--- src/rtl/lpht_pkg.sv ---
// lpht_pkg: shared sizes, codes and controller/datapath handshake structs
// for the linear probing hash table; no dependencies
package lpht_pkg;

   localparam int TABLE_DEPTH = 128;
   localparam int KEY_BYTES   = 8;

   // fixed field widths
   localparam int MODE_W     = 2;
   localparam int KEY_W      = 64;
   localparam int LEN_W      = 4;
   localparam int DATE_W     = 27;
   localparam int STATUS_W   = 3;
   localparam int SLOT_OUT_W = 7;
   localparam int USED_W     = 8;
   localparam int SLOTS_W    = 8;

   localparam logic [SLOTS_W-1:0] SLOTS_RESET = 8'd107;

   // derived sizes
   localparam int IDX_W     = $clog2(TABLE_DEPTH);
   localparam int CNT_W     = $clog2(TABLE_DEPTH + 1);
   localparam int SUM_W     = 8 + $clog2(KEY_BYTES);
   localparam int MOD_STEPS = SUM_W / 2;
   localparam int K_TOP     = 2 * MOD_STEPS - 1;
   localparam int K_W       = $clog2(K_TOP + 1);

   typedef enum logic [MODE_W-1:0] {
      MODE_INSERT = 2'd0,
      MODE_SEARCH = 2'd1,
      MODE_DELETE = 2'd2
   } mode_type;

   typedef enum logic [STATUS_W-1:0] {
      RES_INSERTED  = 3'd0,
      RES_FOUND     = 3'd1,
      RES_NOT_FOUND = 3'd2,
      RES_DELETED   = 3'd3,
      RES_FULL      = 3'd4
   } result_type;

   typedef enum logic [1:0] {
      SLOT_EMPTY = 2'd0,
      SLOT_USED  = 2'd1,
      SLOT_GONE  = 2'd2
   } slot_state_type;

   typedef struct packed {
      logic load;
      logic sum;
      logic mod_step;
      logic rd_en;
      logic check;
      logic out_load;
   } cmd_type;

   typedef struct packed {
      logic mod_last;
      logic chk_done;
   } sts_type;

   // number of slots in use, clamped to 2 .. TABLE_DEPTH
   function automatic logic [CNT_W-1:0] live_slots(input logic [SLOTS_W-1:0] v);
      int t;
      t = int'(v);
      if (t < 2) t = 2;
      if (t > TABLE_DEPTH) t = TABLE_DEPTH;
      return CNT_W'(t);
   endfunction

endpackage

--- src/rtl/lpht_ctrl.sv ---
// lpht_ctrl: request sequencer for the hash table (hash, probe, respond)
// depends on lpht_pkg
module lpht_ctrl (
   input  logic              clock,
   input  logic              reset,
   input  logic              req_valid,
   output logic              req_stall,
   output logic              rsp_valid,
   input  logic              rsp_stall,
   input  lpht_pkg::sts_type sts,
   output lpht_pkg::cmd_type cmd
);
   import lpht_pkg::*;

   typedef enum logic [5:0] {
      ST_IDLE   = 6'b000001,
      ST_SUM    = 6'b000010,
      ST_MOD    = 6'b000100,
      ST_READ   = 6'b001000,
      ST_CHECK  = 6'b010000,
      ST_FINISH = 6'b100000
   } ctrl_state_type;

   ctrl_state_type state_ff, state_in;
   logic           rsp_valid_ff, rsp_valid_in;

   always_comb begin
      state_in = state_ff;
      cmd      = '0;
      case (state_ff)
         ST_IDLE: begin
            if (req_valid) begin
               cmd.load = 1'b1;
               state_in = ST_SUM;
            end
         end
         ST_SUM: begin
            cmd.sum  = 1'b1;
            state_in = ST_MOD;
         end
         ST_MOD: begin
            cmd.mod_step = 1'b1;
            if (sts.mod_last) state_in = ST_READ;
         end
         ST_READ: begin
            cmd.rd_en = 1'b1;
            state_in  = ST_CHECK;
         end
         ST_CHECK: begin
            cmd.check = 1'b1;
            state_in  = sts.chk_done ? ST_FINISH : ST_READ;
         end
         ST_FINISH: begin
            // output slot free or being emptied this cycle
            if (!rsp_valid_ff || !rsp_stall) begin
               cmd.out_load = 1'b1;
               state_in     = ST_IDLE;
            end
         end
         default: state_in = ST_IDLE;
      endcase
   end

   always_comb begin
      rsp_valid_in = rsp_valid_ff;
      if (cmd.out_load) rsp_valid_in = 1'b1;
      else if (rsp_valid_ff && !rsp_stall) rsp_valid_in = 1'b0;
   end

   always_ff @(posedge clock) begin
      if (reset) begin
         state_ff     <= ST_IDLE;
         rsp_valid_ff <= 1'b0;
      end else begin
         state_ff     <= state_in;
         rsp_valid_ff <= rsp_valid_in;
      end
   end

   assign req_stall = (state_ff != ST_IDLE);
   assign rsp_valid = rsp_valid_ff;

endmodule

--- config.mk ---
export PLATFORM = sky130hd
export DESIGN_NAME = lpht_ctrl
export DESIGN_NICKNAME = d
export VERILOG_FILES = /design/src/rtl/lpht_pkg.sv /design/src/rtl/lpht_ctrl.sv
export SDC_FILE = /design/constraint.sdc
export NUM_CORES = 1
export LEC_CHECK = 0
export BUFFER_PORTS_ARGS = -buffer_cell sky130_fd_sc_hd__buf_2
export CELL_PAD_IN_SITES_DETAIL_PLACEMENT = 1
export CELL_PAD_IN_SITES_GLOBAL_PLACEMENT = 1
export CORE_AREA = 5 5 42 44
export DETAILED_ROUTE_END_ITERATION = 10
export DIE_AREA = 0 0 47 49
export PLACE_DENSITY = 0.7
export SLEW_MARGIN = 30
export SYNTH_ARGS = -nofsm -noshare
export SYNTH_HDL_FRONTEND = slang
export SYNTH_SLANG_ARGS = --single-unit
--- constraint.sdc ---
create_clock -name clock -period 2 [get_ports clock]
set_input_delay 0 -clock clock [delete_from_list [all_inputs] [get_ports clock]]
set_output_delay 0 -clock clock [all_outputs]
set_load 0.005 [all_outputs]
Word-level counts from Yosys, hierarchy flattened. Cells that the tools add are included.

Flip-flop bits (word level): 7. Bits of input ports: 6. Output and inout port bits: 8. Word-level logic and storage cells: 33.

Equality and inequality tests: 10. Muxes and demuxes: 15. Reduce and logical (&&, ||, !) cells: 6.

Operators by type and width (number): one-hot mux 6 bit (6 select lines) (1); two-way mux 6 bit (4); two-way mux 1 bit (10); == test 6 x 1 -> 1 bit, second input constant (1); == test 6 x 2 -> 1 bit, second input constant (1); == test 6 x 3 -> 1 bit, second input constant (1); == test 6 x 4 -> 1 bit, second input constant (1); == test 6 x 5 -> 1 bit, second input constant (1); == test 6 bit, second input constant (1); != test 2 bit, second input constant (3); != test 6 x 1 -> 1 bit, second input constant (1); AND reduction 3 bit (1); logical NOT 1 bit (2); nonzero test 2 bit (1); logical AND 1 bit (1); logical OR 1 bit (1).

Logic depth before layout (Yosys ltp).
Depth after elaboration: 5. Gate-level depth with buffers: 5. Depth with buffers taken out: 5.

Worst setup path after synthesis. No wires, ideal clock.

Path kind: reg-to-reg. Start point: reg state_ff[2]. End point: reg state_ff[4]. Setup time: 0.125 ns. Arrival time: 1.405 ns. Required time: 1.875 ns. Path slack: 0.469 ns. Cell stages (with the launch flop): 6. Path buffers: 0. Clock period less this slack: 1.531 ns. Cell sequence: dfxtp_1 or4_4 nor3b_2 inv_2 o211ai_2 nor4b_1.

Cells in the longest elaborated chain, start to end: 3. Elaborated cells on any way between the ends: 11. Classes of those cells: eq/ne: 9; mux: 1; reduce/logical: 1.

Ends and longest elaborated chain: from (decl) (RTL line lpht_ctrl.sv:24) `ctrl_state_type state_ff, state_in;`; from (signal assigned) (RTL line lpht_ctrl.sv:75) `state_ff <= state_in;`; == test 6 bit (tied with other cells) (RTL line lpht_ctrl.sv:30) `case (state_ff)`; != test 2 bit (no line); AND reduction 3 bit (no line).

Parallel ways exist; a longest one is shown, timed or not. A chain may end at the register's enable or synchronous reset.

==> results by group <==
Cells and area
  • Final net count: slightly above 70
  • Diodes inserted: 0
  • Area Growth Syn to Fin: 31.91%
  • Layout cell share with drive strength beyond 1: 0.4000
  • Finished Core Util: 0.3875

STA
  • Final worst path period need: ~1.7 ns
  • Clock skew: between 0.0008 and 0.0009 ns
  • RSZ-0062 raised after global routing: false
  • Fin. Hold Viols: 0
  • Final slew viol count: 0
  • Worst-margin pin slew: ~0.36 ns
  • Worst slew margin: 0.7585
  • Final worst setup slack: around 0.34 ns
  • Setup TNS: 0 ns
  • Final Cycle Share: 0.8313
  • Final setup fails: 0
  • Fmax achieved: ~600 MHz

Logic synthesis
  • #FFs+latches synth: 7
  • Post-synth top area share: 0.3404
  • Post-synth EDFFs: 0
  • Mapped Cells: 46
  • Post-Syn Nets: 52
  • Synth area leaders: dfxtp_1 34%, nor3b_2 9.1%, or4_4 5.5%
  • Total of warnings raised by yosys: 0
  • Post-synthesis sequential area ratio: 0.3404
  • Synth async-reset ratio: 0
  • Ys flop type: dfxtp_1
  • Post-Syn Area: around 410 um^2
  • Most frequent cell after synthesis: dfxtp_1
  • Avg Synthesized Cell Area: roughly 8.9 um^2
  • Post-synth cell types: 23
  • Biggest area consumer among synthesized cells: dfxtp_1
  • Synth cell count leaders: 7 x dfxtp_1, 4 x a21oi_1, 4 x nand2_1

GRT
  • First-pass GRT wire length: roughly 1800 um
  • Remaining global-route overflow: 0
  • Maximum number of pins on one net before global-route repair: 9
  • Initial antenna violation count: 0
  • Total track usage: 0.1050
  • Vias in the first global route: about 390

Critical path
  • Crit path max fanout: 8
  • CP Class: flop to primary output
  • Reg2reg path depth: 5
  • Reg2reg start: state_ff[2]
  • Flop-to-flop setup slack: 0.37 ns
  • Capture point of the worst reg-to-reg path: state_ff[4]
  • Worst Setup End Kind: primary output
  • Critical Path RT: about 2.0 ns
  • Crit path launch type: flop
  • Worst EP arrival: around 1.7 ns

Route
  • Router iterations before antenna repair: 3
  • Routed vias/inst: about 5.0
  • DRT antenna net count: 0
  • DRT Wirelength: roughly 1000 um
  • Initial DRC count: 3
  • Via count: around 410
  • Wire length per cell: approximately 13 um
  • Detailed-route DRC error count: 0

Power and ir drop
  • Logic pwr share: 0.173
  • Max IR drop VDD: 0.0002550 V
  • Internal power: around 0.00025 W
  • Sequential share of power: 0.446
  • Sw frac: 0.2619
  • Leak: approximately 0.24 nW
  • Net Sw Power: ~0.00009 W
  • Clock power share: 0.381
  • Power Dens Cells: 630.9 nW/um^2

Floorplan
  • Die Wd: approximately 47 um
  • Initial Utilization: 0.2938
  • # IOs: 14
  • Die area: 2303 um^2
  • Num rows: 14
  • Core area: roughly 1400 um^2
  • Die height: about 50 um

Place
  • Hpwl dp: just over 800 um
  • Gpl congestion: between 0.7 and 0.8
  • Port Buf Inserts: 13
  • Post-Place Worst Slack: ~0.37 ns

Clocking
  • TritonCTS Buffers: 3
  • Post-CTS Resized: 0
  • Clock Latency Late Sink: between 0.2 and 0.3 ns
  • Largest buffer count on any clock path: 2
  • Clock Tree Root: clkbuf_4
  • Worst-path clk slew: about 0.050 ns
  • Htree depth: 1
  • Clk sinks: 7
  • # Post-CTS Setup Buffers: 0
  • CTS tree: done
  • Hold_buf cts: 2

Min path
  • Sink of the worst hold path: rsp_valid
  • Hold path start: rsp_stall
  • Min-Delay Path Class: input port to flop
  • WHS Path Cells: 3

Job
  • Max cap viols: 0

Outcome
  • Status: complete, no violations
[per-layer routing]
metal	vias to the layer above	routed length, um	GRT usage
met5	-	0	0
met4	0	15	0.06912
met3	2	44	0.03321
met2	9	483	0.1380
met1	187	479	0.1410
li1	207	-	-
[area by class of cell]
class / count / area [um^2]
clock buffer: 4 / 26.28
fill: 184 / 858.3
inverter: 4 / 15.01
multi-input combinational: 34 / 249.0
sequential: 7 / 140.1
tap: 16 / 20.02
timing repair buffer: 16 / 92.59
[worst max-delay path, stage by stage, from the launching register on]
cell,delay [ns]
dfxtp_1,0.38
or4_4,0.57
nor3b_2,0.22
nand2_1,0.10
inv_1,0.05
buf_2,0.10
[power by group through the flow]
| stage | Sequential, W | Clock (W) | Combinational [W] |
|---|---|---|---|
| 2_1_floorplan | 0.000154 | 0 | 0.0000351 |
| 3_3_place_gp | 0.000156 | 0 | 0.0000564 |
| 3_5_place_dp | 0.000156 | 0 | 0.0000569 |
| 4_1_cts | 0.000153 | 0.000136 | 0.0000602 |
| 5_1_grt | 0.000154 | 0.000146 | 0.0000668 |
| 6_report | 0.000153 | 0.000130 | 0.0000593 |
[state kept, by name (all words and copies together) (netlist names)]
signal,count
rsp_valid,1
state_ff,6
[cells in the final DEF (no fill, tap or decap)]
cell type,instances
nor3_1,1
nor2_1,2
nor3b_1,2
or2b_1,1
o211ai_2,1
dfxtp_1,7
dlygate4sd3_1,2
nor4b_1,1
a31o_2,1
buf_2,13
nand2_1,4
o21ai_0,2
or4_4,2
clkbuf_1,1
inv_2,1
clkbuf_4,3
inv_1,3
nand3b_1,2
nor4_1,1
a211oi_1,1
a21oi_1,4
buf_4,1
nor3b_2,3
and4b_2,1
xnor2_1,1
nand2b_1,3
o2111a_1,1
[per-stage QoR]
step / power [W] / std cells / hold slack, ns / cell area, um^2
2_1_floorplan: 0.0001889 / 46 / 0.06907 / 411.6
3_3_place_gp: 0.0002122 / 75 / 0.2260 / 496.7
3_5_place_dp: 0.0002131 / 75 / 0.2303 / 496.7
4_1_cts: 0.0003493 / 81 / 0.01123 / 543.0
5_1_grt: 0.0003663 / 81 / 0.04318 / 543.0
6_report: 0.0003426 / 81 / 0.02129 / 543.0
[how the worst max path moves through the flow]
stage,startpoint,endpoint,slack [ns],depth (start not counted)
floorplan,state_ff[2],state_ff[4],0.47,5
global placement,state_ff[2],state_ff[4],0.42,5
detailed placement,state_ff[2],state_ff[4],0.37,5
CTS,state_ff[2],cmd[5],0.31,5
global route,state_ff[2],state_ff[4],0.20,4
finish,state_ff[2],cmd[5],0.34,5
[cell families after synthesis]
family,Yosys count,share of synthesized area
buf+inv,5,0.05471
xor+xnor,1,0.02128
compound gates,10,0.1702
flops,7,0.3404
simple gates,23,0.4134
Power figures use the tool's default switching activity.
